<file path="src/nti_pkg.sv">
// Shared types and constants of the note tuning table interpolation core.
// Used by the sequencer top level and the constant divider; depends on nothing.
`default_nettype none

package nti_pkg;

  // Default sizes
  localparam int unsigned TABLE_ENTRIES_DEF = 128;
  localparam int unsigned FRACTION_BITS_DEF = 16;

  // Log domain: Q8.26 values, 26 square roots of two
  localparam int unsigned LOG_FRAC   = 26;
  localparam int unsigned ROOT_COUNT = 26;
  localparam int unsigned LOG_W      = 34;

  // 440 Hz in Q16.16 is 55 * 2^19
  localparam logic [31:0] A440_RAW  = 32'd28835840;
  localparam int unsigned DIV_SHIFT = 19;
  localparam logic [5:0]  DIV_ODD   = 6'd55;
  localparam int unsigned QUO_W     = 64 - DIV_SHIFT;

  // Reset table walk: log of note k is log2(440) - 23*2^24 + floor(k*2^24/3)
  localparam logic [LOG_W-1:0] FILL_OFS  = 34'd385875968;
  localparam logic [LOG_W-1:0] FILL_STEP = 34'd5592405;

  typedef enum logic [1:0] {
    MODE_WRITE = 2'd0,
    MODE_INT   = 2'd1,
    MODE_FRAC  = 2'd2,
    MODE_NONE  = 2'd3
  } mode_e;

  typedef enum logic [1:0] {
    JOB_FILL,
    JOB_INT,
    JOB_FRAC
  } job_e;

  typedef enum logic [1:0] {
    LT_A440,
    LT_LOW,
    LT_HIGH
  } log_tgt_e;

  typedef enum logic [4:0] {
    S_ROOT_INIT,
    S_SQRT,
    S_LOGA_INIT,
    S_LOG_NORM,
    S_LOG_SQ,
    S_LOG_UPD,
    S_EXP_MUL,
    S_EXP_UPD,
    S_PLACE,
    S_IDLE,
    S_M1_MUL,
    S_M2_RD2,
    S_M2_CHK,
    S_BL1,
    S_BL2,
    S_BL3,
    S_DT_MUL,
    S_DIV_GO,
    S_DIV_WAIT,
    S_DONE
  } state_e;

endpackage

`default_nettype wire

</file>
<file path="src/nti_cdiv.sv">
// Divider by the constant 440.0 in Q16.16 (55 * 2^19): drop the power of two, then
// divide by 55 one 16-bit digit at a time by reciprocal multiplication.
// Depends on nti_pkg for the divisor split and quotient width.
`default_nettype none

module nti_cdiv import nti_pkg::*; (
  input  logic             clk_i,
  input  logic             rst_ni,
  input  logic             start_i,
  input  logic [63:0]      dividend_i,
  output logic             done_o,
  output logic [QUO_W-1:0] quotient_o
);

  // Three 16-bit digits cover the 45-bit shifted dividend
  localparam int unsigned DIG_W  = 16;
  localparam int unsigned NUM_W  = 3 * DIG_W;
  localparam int unsigned PART_W = DIG_W + 6;
  localparam int unsigned RCP_W  = 23;
  localparam int unsigned PRD_W  = PART_W + RCP_W;
  localparam int unsigned RCP_SH = 28;
  // ceil(2^28 / 55): exact for every partial dividend below 55 * 2^16
  localparam logic [RCP_W-1:0] RCP  = 23'd4880645;
  localparam logic [1:0]       LAST = 2'd2;

  logic              busy_q, busy_d;
  logic              done_q, done_d;
  logic              ph_q, ph_d;
  logic [1:0]        cnt_q, cnt_d;
  logic [NUM_W-1:0]  num_q, num_d;
  logic [NUM_W-1:0]  quo_q, quo_d;
  logic [5:0]        rem_q, rem_d;
  logic [PART_W-1:0] part_q, part_d;
  logic [PRD_W-1:0]  prd_q, prd_d;
  logic [PART_W-1:0] part;
  logic [DIG_W-1:0]  qdig;

  // Multiply the partial by the reciprocal, then take the digit and the remainder
  always_comb begin
    part   = {rem_q, num_q[NUM_W-1 -: DIG_W]};
    qdig   = prd_q[RCP_SH +: DIG_W];
    busy_d = busy_q;
    done_d = 1'b0;
    ph_d   = ph_q;
    cnt_d  = cnt_q;
    num_d  = num_q;
    quo_d  = quo_q;
    rem_d  = rem_q;
    part_d = part_q;
    prd_d  = prd_q;
    if (start_i) begin
      busy_d = 1'b1;
      ph_d   = 1'b0;
      cnt_d  = '0;
      num_d  = NUM_W'(dividend_i[63:DIV_SHIFT]);
      quo_d  = '0;
      rem_d  = '0;
    end else if (busy_q) begin
      if (!ph_q) begin
        part_d = part;
        prd_d  = PRD_W'(part) * PRD_W'(RCP);
        num_d  = num_q << DIG_W;
        ph_d   = 1'b1;
      end else begin
        quo_d = {quo_q[NUM_W-DIG_W-1:0], qdig};
        rem_d = 6'(part_q - PART_W'(qdig) * PART_W'(DIV_ODD));
        ph_d  = 1'b0;
        cnt_d = cnt_q + 2'd1;
        if (cnt_q == LAST) begin
          busy_d = 1'b0;
          done_d = 1'b1;
        end
      end
    end
  end

  // Hold control state
  always_ff @(posedge clk_i or negedge rst_ni) begin
    if (!rst_ni) begin
      busy_q <= 1'b0;
      done_q <= 1'b0;
      ph_q   <= 1'b0;
      cnt_q  <= '0;
    end else begin
      busy_q <= busy_d;
      done_q <= done_d;
      ph_q   <= ph_d;
      cnt_q  <= cnt_d;
    end
  end

  // Advance the datapath
  always_ff @(posedge clk_i) begin
    num_q  <= num_d;
    quo_q  <= quo_d;
    rem_q  <= rem_d;
    part_q <= part_d;
    prd_q  <= prd_d;
  end

  assign done_o     = done_q;
  assign quotient_o = quo_q[QUO_W-1:0];

endmodule

`default_nettype wire

</file>
<file path="config.mk">
export PLATFORM = sky130hd
export DESIGN_NAME = nti_cdiv
export DESIGN_NICKNAME = d
export VERILOG_FILES = /design/src/nti_pkg.sv /design/src/nti_cdiv.sv
export SDC_FILE = /design/constraint.sdc
export NUM_CORES = 1
export LEC_CHECK = 0
export BUFFER_PORTS_ARGS = -buffer_cell sky130_fd_sc_hd__buf_4
export CAP_MARGIN = 30
export CORE_UTILIZATION = 40
export DETAILED_ROUTE_END_ITERATION = 10
export SETUP_SLACK_MARGIN = 0.02
export SLEW_MARGIN = 20
export SYNTH_ARGS = -nofsm -noshare
export SYNTH_HDL_FRONTEND = slang
export SYNTH_SLANG_ARGS = --single-unit
</file>
<file path="constraint.sdc">
create_clock -name clk_i -period 16.5 [get_ports clk_i]
set_input_delay 3.3 -clock clk_i [delete_from_list [all_inputs] [get_ports clk_i]]
set_output_delay 3.3 -clock clk_i [all_outputs]
set_load 0.03 [all_outputs]
</file>
==> qor.yml <==
synth:
  ys_ff_latch: 126
  synth.distinct_cells: 50
  ys.flop_type: "edfxtp_1"
  synth_fp_nets: 1624
  yosys.area_share.simple_pct: 6.939
  synthMuxAreaShare_pct: 2.719
  synthAdderAreaFrac_pct: 45.54
  ys_seq_area_share_pct: 25.90
  synth_top_family_by_area: "adder cells"
  syn_area_um2: 12420
  syn_avg_cell_area_um2: 10.49
  synthCells: 1184
  ys_async_sr_fraction_pct: 3.968
  synth-xor-area-share_pct: 2.608
  yosysWarnings: 0
  synth_enable_flop_cells: 67
  synth-compound-area-share_pct: 8.419
worst_setup_path:
  worstRegToRegCells: 21
  crit_start: "num_q[33]$_DFFE_PP_"
  slowest_delay_ns: 0.77
  cp.arrival_ns: 7.00
  cpMaxStageDelayCell: "a2111oi_2"
  path_max_fanout: 8
  cp_data_required_time_ns: 16.72
  r2r-start: "num_q[33]$_DFFE_PP_"
  cp_common_cell: "inv_1"
  cp-start-kind: "register"
  worstSetupEndpointType: "register"
  worstReg2RegEnd: "prd_q[37]$_DFFE_PP_"
  path_cells: "fa_1, inv_1, fa_1, inv_1, ha_1, ha_1, inv_1, fa_1, inv_1, fa_1, inv_1, fa_1, inv_1, ha_1, and3_1, a21boi_0, a2111oi_2, nor3_4, o31ai_4, a31oi_1, xnor2_1"
  ff2ff_setup_slack_ns: 9.72
  critPathKind: "register to register"
detailed_routing:
  drt_iter0_drc: 346
  drcViolationCount: 0
  route.vias.total: 8317
  routedWlPerCell_um: 15.97
  drt.antenna.violating_nets: 0
  vias_per_cell: 4.936
  dr.pass1.iters: 4
  routed_wl_um: 26910
sta:
  slew_violations: 0
  rsz0062_at_grt: "false"
  min_period_over_period_pct: 41.07
  relSlewSlack_pct: 47.72
  tightest_slew_ns: 0.7645
  fmax_mhz: 147.6
  setup_viol: 0
  setup-tns-final_ns: 0
  layout_min_cycle_time_ns: 6.776
  hold_violations: 0
  fin_worst_skew_ns: 0.01324
placement:
  port_buffers: 93
  post-dp-hpwl_um: 21220
  place_congestion: 0.8388
floorplan:
  rows: 64
  core-area_um2: 30590
  start_util_pct: 40.62
  ios: 113
  fp.dieW_um: 178.2
  die_y_um: 178.2
  dieArea_um2: 31770
layout:
  num_antenna_cells: 0
  final_core_util_pct: 46.54
  seqCellArea_um2: 3218
  final_nets: 1716
  drive_gt1_share_pct: 13.89
  syn2layout_area_growth_pct: 14.58
  multiInputGateArea_um2: 8237
  nFillCells: 2882
run_status:
  run_status: "finished clean"
clock_tree:
  cts_tree: "yes"
  ctsLongestPathBuffers: 2
  clock-sinks: 126
  path_clk_slew_ns: 0.07
  clock_latency_ns: 0.43
  cts.htree.levels: 4
  cts_root_buf: "clkbuf_16"
  ctsResizeCount: 0
  postCtsHoldBufs: 0
  cts_buffers: 17
  post_cts_buffers: 0
grt:
  grt_pass1_vias: 8529
  grt_max_degree: 57
  grt_util_all_layers_pct: 18.10
  grt_pass1_wl_um: 43900
  grt.overflow.total: 0
  antenna_found_initial: 0
hold_path:
  hold_depth: 2
  hold_path_end: "num_q[45]$_SDFFE_PP0P_"
  hp-start: "num_q[29]$_DFFE_PP_"
  hold_class: "register to register"
flow_run:
  cap_viol_max_count: 0
[cells in the final DEF, fill, tap and decap left out, types with 3 or more instances in the layout]
cell       synthesis  final
nand2_1          116    115
nand3_1            7      7
a21o_1            18     18
o211ai_1           3      3
and3_1             5      5
edfxtp_1          67     67
dfrtp_1            5      5
nor2b_1            3      3
nor3_1             5      5
o21bai_1           7      7
mux2_2            29     29
buf_4              0     95
a31oi_1            5      5
fa_1             132    132
a211oi_1           5      5
o21ai_0           11     11
xor2_1             7      7
o21ai_1           10     10
clkbuf_16          0     18
and2_1            20     19
nand4_1            3      3
inv_6              0      6
xnor2_1           30     30
a21oi_1           86     86
nor2_1            26     26
ha_1             241    241
inv_1            235    234
dfxtp_1           54     54
[synthesized netlist by cell type, types with 3 or more instances]
| master | n | share of area (%) |
|---|---|---|
| dfxtp_1 | 54 | 8.7 |
| and3_1 | 5 | 0.25 |
| nor2_1 | 26 | 0.79 |
| nand3_1 | 7 | 0.28 |
| o21bai_1 | 7 | 0.42 |
| edfxtp_1 | 67 | 16 |
| fa_1 | 132 | 21 |
| nand4_1 | 3 | 0.15 |
| o21ai_1 | 10 | 0.40 |
| nor2b_1 | 3 | 0.15 |
| and2_1 | 20 | 1.0 |
| o211ai_1 | 3 | 0.18 |
| a211oi_1 | 5 | 0.30 |
| dfrtp_1 | 5 | 1.0 |
| inv_1 | 235 | 7.1 |
| xor2_1 | 7 | 0.49 |
| ha_1 | 241 | 24 |
| o21ai_0 | 11 | 0.44 |
| a21o_1 | 18 | 1.1 |
| a31oi_1 | 5 | 0.25 |
| nand2_1 | 116 | 3.5 |
| xnor2_1 | 30 | 2.1 |
| clkbuf_1 | 16 | 0.48 |
| nor3_1 | 5 | 0.20 |
| a21oi_1 | 86 | 3.5 |
| buf_1 | 7 | 0.21 |
| mux2_2 | 29 | 2.6 |
[metal layers]
layer	vias up	share of wire [%]	GRT usage, %	wire [um]
met2	149	49	30.93	13180
met5	-	0	0	0
met3	17	3.6	3.325	967
met1	4075	47	23.90	12550
li1	4076	-	-	-
met4	0	0.80	3.566	215
[kinds of logic after synthesis]
logic type / count (synthesis)
adders and majority gates: 373
buffers and inverters: 260
and+or+nand+nor: 193
AOI/OAI and AO/OA: 165
DFF: 126
xor gates and xnor gates: 37
muxes: 30
[area by class of cell]
class	instances	share of cell area, %
Inverter	235	6.196
Multi-Input combinational cell	798	57.86
Clock buffer	19	3.261
Clock inverter	13	1.116
Timing Repair Buffer	98	5.484
Sequential cell	126	22.60
Tap cell	396	3.480
[state kept, by name (all words and copies together) (netlist names)]
signal / flops
done_o: 1
rem_q: 6
cnt_q: 2
prd_q: 16
busy_q: 1
ph_q: 1
part_q: 6
quo_q: 45
num_q: 48
[metrics by stage]
step | hold WS, ns | setup WS, ns | std cells | area (um^2)
after floorplan | 0.4178 | 10.52 | 1184 | 12420
after global placement | 0.4236 | 9.766 | 1650 | 13550
after detailed placement | 0.4369 | 9.725 | 1651 | 13570
after CTS | 0.4528 | 9.688 | 1683 | 14200
after global routing | 0.4746 | 9.445 | 1685 | 14240
final | 0.4490 | 9.724 | 1685 | 14240
[worst max-delay path by stage]
stage | to | slack (ns) | cells past startpoint
2_1_floorplan | prd_q[40]$_DFFE_PP_ | 10.52 | 22
3_3_place_gp | prd_q[37]$_DFFE_PP_ | 9.77 | 21
3_5_place_dp | prd_q[37]$_DFFE_PP_ | 9.73 | 21
4_1_cts | prd_q[37]$_DFFE_PP_ | 9.69 | 21
5_1_grt | prd_q[37]$_DFFE_PP_ | 9.44 | 21
6_report | prd_q[37]$_DFFE_PP_ | 9.72 | 21
[critical path, delay by kind of cell, from the launching register on]
kind / cells / cell delay, ns
buffers and inverters: 6 / 0.31
flip-flops: 1 / 0.66
AO/OA/AOI/OAI: 4 / 1.42
AND/OR/NAND/NOR: 2 / 0.34
adder cells (fa/ha/maj): 8 / 3.54
XOR/XNOR: 1 / 0.27
Power is not shown: default switching activity piles up to over one toggle a cycle in this logic, so the estimate is an artifact.
